### src/rtl/dop_pkg.sv
`timescale 1ns / 1ps

package dop_pkg;

    // Operation codes of an input item
    localparam logic [1:0] OP_BEGIN  = 2'd0;
    localparam logic [1:0] OP_HEADER = 2'd1;
    localparam logic [1:0] OP_DATA   = 2'd2;

    // Result status codes
    localparam logic [1:0] ST_OK       = 2'd0;
    localparam logic [1:0] ST_NO_SPACE = 2'd1;
    localparam logic [1:0] ST_DROPPED  = 2'd2;
    localparam logic [1:0] ST_INVALID  = 2'd3;

    // Placement areas; the unused fourth code acts as the sname area
    localparam logic [1:0] AREA_OPTIONS = 2'd0;
    localparam logic [1:0] AREA_FILE    = 2'd1;
    localparam logic [1:0] AREA_SNAME   = 2'd2;

    // Configuration register indexes
    localparam logic REG_MAX_PACKET_SIZE   = 1'b0;
    localparam logic REG_OVERLOAD_SECTIONS = 1'b1;

    // Message layout
    localparam logic [15:0] OPT_START   = 16'd240;
    localparam logic [15:0] FILE_START  = 16'd108;
    localparam logic [15:0] FILE_SIZE   = 16'd128;
    localparam logic [15:0] SNAME_START = 16'd44;
    localparam logic [15:0] SNAME_SIZE  = 16'd64;
    localparam logic [15:0] COOKIE_ADDR = 16'd236;

    // Room needed besides the option data: code and length bytes plus OVERLOAD option and END, or plus just END
    localparam logic [8:0] OPT_AREA_RESERVE = 9'd6;
    localparam logic [8:0] OVL_AREA_RESERVE = 9'd3;

    localparam logic [7:0] CODE_PAD      = 8'd0;
    localparam logic [7:0] CODE_OVERLOAD = 8'd52;
    localparam logic [7:0] CODE_END      = 8'd255;

    localparam logic [7:0] COOKIE_0 = 8'h63;
    localparam logic [7:0] COOKIE_1 = 8'h82;
    localparam logic [7:0] COOKIE_2 = 8'h53;
    localparam logic [7:0] COOKIE_3 = 8'h63;

    localparam int MAX_RESULTS = 9;
    localparam int RES_CNT_W   = 4;

    typedef struct packed {
        logic [1:0] operation;
        logic [7:0] option_code;
        logic [7:0] data_length;
        logic [7:0] data_byte;
    } in_item_t;

    typedef struct packed {
        logic        write_valid;
        logic [15:0] write_address;
        logic [7:0]  write_value;
        logic [1:0]  status;
        logic        last_of_run;
    } out_item_t;

    typedef struct packed {
        logic [15:0] cursor;
        logic [1:0]  area;
        logic [7:0]  bytes_left;
        logic        rejected;
    } place_state_t;

    typedef struct packed {
        logic [15:0] max_packet_size;
        logic [1:0]  overload_sections;
    } place_cfg_t;

    // True when the cursor lies inside the area and enough bytes remain for
    // an option of the given length plus its trailing reserve.
    function automatic logic area_fits(input logic [15:0] cur, input logic [15:0] start,
                                       input logic [15:0] size, input logic [7:0] len);
        logic [15:0] offset;
        logic [15:0] room;
        logic [15:0] need;
        offset = cur - start;
        room   = size - offset;
        need   = {7'd0, {1'b0, len} + OVL_AREA_RESERVE};
        if (cur < start || offset >= size) begin
            area_fits = 1'b0;
        end else begin
            area_fits = (room >= need);
        end
    endfunction

    function automatic out_item_t byte_write(input logic [15:0] addr, input logic [7:0] val);
        out_item_t r;
        r.write_valid   = 1'b1;
        r.write_address = addr;
        r.write_value   = val;
        r.status        = ST_OK;
        r.last_of_run   = 1'b0;
        return r;
    endfunction

    function automatic out_item_t no_write(input logic [1:0] st);
        out_item_t r;
        r.write_valid   = 1'b0;
        r.write_address = 16'd0;
        r.write_value   = 8'd0;
        r.status        = st;
        r.last_of_run   = 1'b0;
        return r;
    endfunction

endpackage

### src/rtl/dhcp_option_placer_unit.sv
`timescale 1ns / 1ps

// DHCPv4 option placer.
// Input channel (s_valid/s_ready/s_data): one transfer per item, either a
// begin-message, an option header or one option data byte. Result channel
// (m_valid/m_ready/m_data): one transfer per byte write or status report,
// with last_of_run marking the final result of an item (0 to 9 per item; an unused operation gives none).
// Configuration: cfg_we/cfg_index/cfg_wdata write max_packet_size (index 0)
// or overload_sections (index 1); write only while the block is idle.
// An accepted item waits in the input register and is placed into the result
// buffer once the buffer is free; its results are offered from there.
// Throughput: one result transfer per cycle while m_ready is high. An item with
// a single result can follow every cycle while m_ready stays high; while an item
// with several results drains from the single result buffer, one entry per cycle,
// the next item waits in the input register.
// Reset (aresetn low, synchronous): empties both registers, restores the
// cursor to the options area start and clears both configuration registers.
// When the receiver stalls, the current result holds steady on m_data; one
// further item is taken into the input register and then s_ready drops.
module dhcp_option_placer_unit import dop_pkg::*; #(
    parameter int MIN_PACKET_SIZE = 576,
    parameter int HEADER_RESERVE  = 68
) (
    input  logic        aclk,
    input  logic        aresetn,

    input  logic        s_valid,
    output logic        s_ready,
    input  in_item_t    s_data,

    output logic        m_valid,
    input  logic        m_ready,
    output out_item_t   m_data,

    input  logic        cfg_we,
    input  logic        cfg_index,
    input  logic [15:0] cfg_wdata
);

    // Input register
    in_item_t     in_item_reg;
    logic         in_valid_reg;
    logic         in_valid_next;

    // Placement state and configuration
    place_state_t state_reg;
    place_state_t state_next;
    place_cfg_t   cfg_reg;
    place_cfg_t   cfg_next;

    // Result buffer: the whole run of one item, drained one entry per cycle while m_ready is high
    out_item_t            res_buf_reg [MAX_RESULTS];
    logic [RES_CNT_W-1:0] cnt_reg;
    logic [RES_CNT_W-1:0] cnt_next;
    logic [RES_CNT_W-1:0] idx_reg;
    logic [RES_CNT_W-1:0] idx_next;

    out_item_t            place_res [MAX_RESULTS];
    logic [RES_CNT_W-1:0] place_cnt;
    place_state_t         place_state;

    logic in_fire;
    logic out_fire;
    logic out_last;
    logic buf_free;
    logic take;
    logic load;

    dop_placer #(
        .MIN_PACKET_SIZE (MIN_PACKET_SIZE),
        .HEADER_RESERVE  (HEADER_RESERVE)
    ) u_placer (
        .item_i  (in_item_reg),
        .state_i (state_reg),
        .cfg_i   (cfg_reg),
        .res_o   (place_res),
        .count_o (place_cnt),
        .state_o (place_state)
    );

    assign m_valid  = (cnt_reg != '0);
    assign out_fire = m_valid && m_ready;
    assign out_last = (idx_reg == cnt_reg - 1'b1);
    // The buffer takes a new run once it is empty or its last entry leaves now
    assign buf_free = (cnt_reg == '0) || (out_fire && out_last);
    assign take     = in_valid_reg && buf_free;
    assign load     = take && (place_cnt != '0);
    assign s_ready  = !in_valid_reg || take;
    assign in_fire  = s_valid && s_ready;

    always_comb begin
        m_data             = res_buf_reg[idx_reg];
        m_data.last_of_run = out_last;
    end

    always_comb begin
        in_valid_next = in_valid_reg;
        if (in_fire) begin
            in_valid_next = 1'b1;
        end else if (take) begin
            in_valid_next = 1'b0;
        end

        // Advance placement state only when the item leaves the input register
        state_next = take ? place_state : state_reg;

        cnt_next = cnt_reg;
        idx_next = idx_reg;
        if (load) begin
            cnt_next = place_cnt;
            idx_next = '0;
        end else if (out_fire) begin
            if (out_last) begin
                cnt_next = '0;
                idx_next = '0;
            end else begin
                idx_next = idx_reg + 1'b1;
            end
        end

        cfg_next = cfg_reg;
        if (cfg_we) begin
            case (cfg_index)
                REG_MAX_PACKET_SIZE:   cfg_next.max_packet_size   = cfg_wdata;
                REG_OVERLOAD_SECTIONS: cfg_next.overload_sections = cfg_wdata[1:0];
                default: begin
                    cfg_next = cfg_reg;
                end
            endcase
        end
    end

    always_ff @(posedge aclk) begin
        if (!aresetn) begin
            in_valid_reg         <= 1'b0;
            state_reg.cursor     <= OPT_START;
            state_reg.area       <= AREA_OPTIONS;
            state_reg.bytes_left <= 8'd0;
            state_reg.rejected   <= 1'b0;
            cfg_reg              <= '0;
            cnt_reg              <= '0;
            idx_reg              <= '0;
        end else begin
            in_valid_reg <= in_valid_next;
            state_reg    <= state_next;
            cfg_reg      <= cfg_next;
            cnt_reg      <= cnt_next;
            idx_reg      <= idx_next;
        end
    end

    // Payload registers: hold unless loaded
    always_ff @(posedge aclk) begin
        if (in_fire) begin
            in_item_reg <= s_data;
        end
        if (load) begin
            res_buf_reg <= place_res;
        end
    end

endmodule

### src/rtl/dop_placer.sv
`timescale 1ns / 1ps

module dop_placer import dop_pkg::*; #(
    parameter int MIN_PACKET_SIZE = 576,
    parameter int HEADER_RESERVE  = 68
) (
    input  in_item_t              item_i,
    input  place_state_t          state_i,
    input  place_cfg_t            cfg_i,
    output out_item_t             res_o [MAX_RESULTS],
    output logic [RES_CNT_W-1:0]  count_o,
    output place_state_t          state_o
);

    localparam logic [15:0] MIN_SIZE  = 16'(MIN_PACKET_SIZE);
    localparam logic [15:0] RESERVE   = 16'(HEADER_RESERVE);
    localparam logic [15:0] LIM_FLOOR = 16'(MIN_PACKET_SIZE - HEADER_RESERVE);

    logic [15:0] limit;
    logic [15:0] opt_room;
    logic [15:0] opt_need;

    assign limit    = (cfg_i.max_packet_size > MIN_SIZE) ? cfg_i.max_packet_size - RESERVE
                                                         : LIM_FLOOR;
    assign opt_room = (limit > state_i.cursor) ? limit - state_i.cursor : 16'd0;
    assign opt_need = {7'd0, {1'b0, item_i.data_length} + OPT_AREA_RESERVE};

    always_comb begin
        logic [15:0]          cur;
        logic [1:0]           area;
        logic [7:0]           left;
        logic                 rej;
        logic                 fit;
        logic                 nospace;
        logic [1:0]           ov;
        logic [RES_CNT_W-1:0] n;

        cur     = state_i.cursor;
        area    = state_i.area;
        left    = state_i.bytes_left;
        rej     = state_i.rejected;
        fit     = 1'b0;
        nospace = 1'b0;
        ov      = cfg_i.overload_sections;
        n       = '0;
        for (int i = 0; i < MAX_RESULTS; i++) begin
            res_o[i] = no_write(ST_OK);
        end

        case (item_i.operation)
            OP_BEGIN: begin
                cur  = OPT_START;
                area = AREA_OPTIONS;
                left = 8'd0;
                rej  = 1'b0;
                res_o[0] = byte_write(COOKIE_ADDR,          COOKIE_0);
                res_o[1] = byte_write(COOKIE_ADDR + 16'd1,  COOKIE_1);
                res_o[2] = byte_write(COOKIE_ADDR + 16'd2,  COOKIE_2);
                res_o[3] = byte_write(COOKIE_ADDR + 16'd3,  COOKIE_3);
                res_o[4] = byte_write(OPT_START,            CODE_END);
                n = RES_CNT_W'(5);
            end
            OP_HEADER: begin
                if (item_i.option_code == CODE_PAD || item_i.option_code == CODE_OVERLOAD
                        || item_i.option_code == CODE_END) begin
                    rej  = 1'b1;
                    left = item_i.data_length;
                    res_o[0] = no_write(ST_INVALID);
                    n = RES_CNT_W'(1);
                end else begin
                    if (area == AREA_OPTIONS) begin
                        if (opt_room >= opt_need) begin
                            fit = 1'b1;
                        end else if (ov == 2'd0) begin
                            nospace = 1'b1;
                        end else begin
                            // close the options area with OVERLOAD and END
                            res_o[n] = byte_write(cur, CODE_OVERLOAD);
                            n = n + 1'b1;
                            cur = cur + 16'd1;
                            res_o[n] = byte_write(cur, 8'd1);
                            n = n + 1'b1;
                            cur = cur + 16'd1;
                            res_o[n] = byte_write(cur, {6'd0, ov});
                            n = n + 1'b1;
                            cur = cur + 16'd1;
                            res_o[n] = byte_write(cur, CODE_END);
                            n = n + 1'b1;
                            if (ov[0]) begin
                                res_o[n] = byte_write(FILE_START, CODE_END);
                                n = n + 1'b1;
                            end
                            if (ov[1]) begin
                                res_o[n] = byte_write(SNAME_START, CODE_END);
                                n = n + 1'b1;
                            end
                            if (ov[0]) begin
                                cur  = FILE_START;
                                area = AREA_FILE;
                            end else begin
                                cur  = SNAME_START;
                                area = AREA_SNAME;
                            end
                        end
                    end
                    if (!fit && !nospace && area == AREA_FILE) begin
                        if (area_fits(cur, FILE_START, FILE_SIZE, item_i.data_length)) begin
                            fit = 1'b1;
                        end else if (ov[1]) begin
                            cur  = SNAME_START;
                            area = AREA_SNAME;
                        end else begin
                            nospace = 1'b1;
                        end
                    end
                    if (!fit && !nospace && area[1]) begin
                        if (area_fits(cur, SNAME_START, SNAME_SIZE, item_i.data_length)) begin
                            fit = 1'b1;
                        end else begin
                            nospace = 1'b1;
                        end
                    end

                    left = item_i.data_length;
                    if (fit) begin
                        rej = 1'b0;
                        res_o[n] = byte_write(cur, item_i.option_code);
                        n = n + 1'b1;
                        cur = cur + 16'd1;
                        res_o[n] = byte_write(cur, item_i.data_length);
                        n = n + 1'b1;
                        cur = cur + 16'd1;
                        if (item_i.data_length == 8'd0) begin
                            res_o[n] = byte_write(cur, CODE_END);
                            n = n + 1'b1;
                        end
                    end else begin
                        rej = 1'b1;
                        res_o[n] = no_write(ST_NO_SPACE);
                        n = n + 1'b1;
                    end
                end
            end
            OP_DATA: begin
                if (left == 8'd0) begin
                    res_o[0] = no_write(ST_DROPPED);
                    n = RES_CNT_W'(1);
                end else if (rej) begin
                    left = left - 8'd1;
                    res_o[0] = no_write(ST_DROPPED);
                    n = RES_CNT_W'(1);
                end else begin
                    res_o[0] = byte_write(cur, item_i.data_byte);
                    cur  = cur + 16'd1;
                    left = left - 8'd1;
                    n = RES_CNT_W'(1);
                    if (left == 8'd0) begin
                        res_o[1] = byte_write(cur, CODE_END);
                        n = RES_CNT_W'(2);
                    end
                end
            end
            default: begin
                // unused operation: no result, state untouched
            end
        endcase

        count_o          = n;
        state_o.cursor     = cur;
        state_o.area       = area;
        state_o.bytes_left = left;
        state_o.rejected   = rej;
    end

endmodule

### config.mk
export PLATFORM = sky130hd
export DESIGN_NAME = dhcp_option_placer_unit
export DESIGN_NICKNAME = d
export VERILOG_FILES = /design/src/rtl/dop_pkg.sv /design/src/rtl/dhcp_option_placer_unit.sv /design/src/rtl/dop_placer.sv
export SDC_FILE = /design/constraint.sdc
export NUM_CORES = 1
export LEC_CHECK = 0
export ABC_AREA = 1
export BUFFER_PORTS_ARGS = -buffer_cell sky130_fd_sc_hd__buf_2
export CELL_PAD_IN_SITES_DETAIL_PLACEMENT = 2
export CELL_PAD_IN_SITES_GLOBAL_PLACEMENT = 2
export CORE_MARGIN = 2
export CORE_UTILIZATION = 30
export DETAILED_ROUTE_END_ITERATION = 8
export PLACE_DENSITY = 0.73
export SLEW_MARGIN = 10
export SYNTH_ARGS = -nofsm -noshare
export SYNTH_HDL_FRONTEND = slang
export SYNTH_SLANG_ARGS = --single-unit
### constraint.sdc
create_clock -name aclk -period 32.5 [get_ports aclk]
set_input_delay 3.25 -clock aclk [delete_from_list [all_inputs] [get_ports aclk]]
set_output_delay 3.25 -clock aclk [all_outputs]
set_load 0.02 [all_outputs]
==> flow_metrics.env <==
export IMPL_status="finished clean"
export IMPL_worst_hold_path_type="reg -> reg"
export IMPL_clock_sinks=314
export IMPL_drcViolationCount=0
export IMPL_post_cts_setup_buffers=0
export IMPL_fin_tns_setup_ns=0
export IMPL_rows=104
export IMPL_clkTransAtPathRegs_ns=0.06
export IMPL_die_h_um=288
export IMPL_largest_reg_flops=234
export IMPL_placed_area_sq_um=25500
export IMPL_dp_slack_ns=18.09
export IMPL_die_x_um=288
export IMPL_drive_above_1_share_pct=8.71
export IMPL_period_share_pct=44.8
export IMPL_routed_wl_mm=115
export IMPL_peakVddDrop_v=0.0000372
export IMPL_ios=78
export IMPL_slew_headroom_pct=24.7
export IMPL_core_sq_um=80200
export IMPL_grt_pass1_vias=26500
export IMPL_fin_worst_skew_ns=0.0341
export IMPL_cp_common_cell="nand2_1"
export IMPL_clock_fmax_ghz=0.0686
export IMPL_crit_arrival_ns=14.78
export IMPL_stdcell_count=4413
export IMPL_ant_nets=0
export IMPL_cts_tree="yes"
export IMPL_portBuffers=77
export IMPL_cts_resized=0
export IMPL_place_congestion=0.881
export IMPL_hold_buffers=0
export IMPL_synth_edf_count=260
export IMPL_avgSynthCellArea_sq_um=7.22
export IMPL_clk_latency_ns=0.61
export IMPL_layout_min_cycle_time_ns=14.57
export IMPL_syn2layout_area_growth_pct=11.3
export IMPL_dieArea_sq_um=82900
export IMPL_grt_max_degree=114
export IMPL_slowest_stage="buf_4"
export IMPL_first_iter_violations=1934
export IMPL_first_pass_iters=6
export IMPL_via_per_inst=5.76
export IMPL_htree_levels=2
export IMPL_ys_types=66
export IMPL_crit_type="reg -> reg"
export IMPL_synth_nets=3475
export IMPL_grt_overflow=0
export IMPL_yosys_warnings=0
export IMPL_critPathMaxStageDelay_ns=0.84
export IMPL_crit_path_end_kind="flip-flop"
export IMPL_finalWorstSetupSlack_ns=17.93
export IMPL_dp_cells=4336
export IMPL_cts_root_buf="clkbuf_16"
export IMPL_start_util_pct=30.2
export IMPL_grt_usage_pct=27.4
export IMPL_max_cap_viol_count=0
export IMPL_syn_inst=3347
export IMPL_cts_max_path_buffers=3
export IMPL_vias=25400
export IMPL_p_leak_nw=10.6
export IMPL_required_ns=32.71
export IMPL_routedWlPerCell_um=26.0
export IMPL_critPathLaunchType="flip-flop"
export IMPL_async_reset_ff_share_pct=0
export IMPL_hold_slack_ns=0.488
export IMPL_antenna_found_initial=0
export IMPL_p_per_area_nw_per_um2=58.8
export IMPL_synth_flop_cell="edfxtp_1"
export IMPL_dp_hpwl_mm=84.6
export IMPL_finalSetupViolCount=0
export IMPL_tightestPinTransition_ns=1.12
export IMPL_grt_pass1_wl_mm=173
export IMPL_rsz0062_at_grt="false"
export IMPL_stdcell_area_sq_um=26900
export IMPL_hold_viol_final=0
export IMPL_synth_area_sq_um=24200
export IMPL_nets=3448
export IMPL_cts_buffers=42
export IMPL_crit_fanout=113
export IMPL_synth_seq_area_share_pct=36.8
export IMPL_diodes=0
export IMPL_synth_seq_cells=314
export IMPL_slew_viol_final=0
final timing paths:
| path | start | endpoint | slack (ns) | cells after the start |
|---|---|---|---|---|
| worst max-delay path | cfg_reg[12]$_SDFFE_PN0P_ | res_buf_reg[69]$_SDFFCE_PP0P_ | 17.93 | 80 |
| worst min-delay path | cfg_reg[3]$_SDFFE_PN0P_ | cfg_reg[3]$_SDFFE_PN0P_ | 0.49 | 2 |
| worst max register to register | cfg_reg[12]$_SDFFE_PN0P_ | res_buf_reg[69]$_SDFFCE_PP0P_ | 17.93 | 80 |
| worst min register to register | cfg_reg[3]$_SDFFE_PN0P_ | cfg_reg[3]$_SDFFE_PN0P_ | 0.49 | 2 |
layer usage:
layer | global-route usage, % | share of wire [%] | vias to the layer above
li1 | - | - | 11500
met1 | 37.1 | 44 | 12900
met2 | 45.9 | 47 | 813
met3 | 3.01 | 5.6 | 186
met4 | 8.42 | 3.0 | 0
met5 | 0 | 0 | -
worst max-delay path, delay by kind of cell, from the launching register on:
| kind | cells | cell delay [ns] |
|---|---|---|
| simple gates | 49 | 6.15 |
| buf+inv | 11 | 3.17 |
| fa+ha+maj | 7 | 2.43 |
| compound gates | 12 | 1.84 |
| flops | 1 | 0.35 |
| xor+xnor | 1 | 0.08 |
layout make-up:
type                       instances  area (sq um)
sequential                       314          8890
tap                             1060          1330
clock buffer                      50          1100
fill                            9480         53300
multi-input combinational       2426         12900
timing repair buffer             126           753
clock inverter                    27           338
inverter                         410          1550
layout by cell type, fill, tap and decap left out, types with 46 or more instances in the layout:
cell / netlist / final
a21oi_1: 161 / 161
inv_1: 365 / 364
o22ai_1: 78 / 78
edfxtp_1: 260 / 260
o21ai_0: 424 / 423
nand2_1: 607 / 607
nor3_1: 47 / 46
o211ai_1: 68 / 68
nand3_1: 147 / 147
nor2_1: 395 / 393
buf_2: 21 / 77
ha_1: 79 / 79
buf_4: 1 / 49
dfxtp_1: 54 / 52
o221ai_1: 71 / 71
power breakdown:
group / internal, mW / total [mW] / switching, mW
registers: 0.485 / 0.509 / 0.0237
logic: 0.154 / 0.576 / 0.421
clock network: 0.292 / 0.497 / 0.205
synthesized netlist by cell type, types with 68 or more instances:
cell type	count	area share, %
nand2_1	607	9.4
edfxtp_1	260	32
ha_1	79	4.1
o21ai_0	424	8.8
o211ai_1	68	2.1
clkbuf_1	162	2.5
inv_1	365	5.7
nor2_1	395	6.1
nand3_1	147	3.0
o22ai_1	78	2.0
a21oi_1	161	3.3
o221ai_1	71	2.6
stage by stage:
| step | utilization [%] | power [mW] |
|---|---|---|
| 2_1_floorplan | - | 0.896 |
| 3_3_place_gp | 31.8 | 1.06 |
| 3_5_place_dp | 31.8 | 1.08 |
| 4_1_cts | 33.6 | 1.58 |
| 5_1_grt | 33.6 | 1.66 |
| 6_report | 33.6 | 1.58 |
logic make-up (layout without fill, tap and decap cells):
kind of cell | after synthesis | count (layout) | share of synthesized area [%]
fa+ha+maj | 80 | 80 | 4.17
simple gates | 1329 | 1329 | 23.4
buf+inv | 607 | 613 | 9.75
flops | 314 | 314 | 36.8
xor+xnor | 66 | 66 | 2.53
compound gates | 951 | 951 | 23.3
Power figures use the tool's default switching activity.
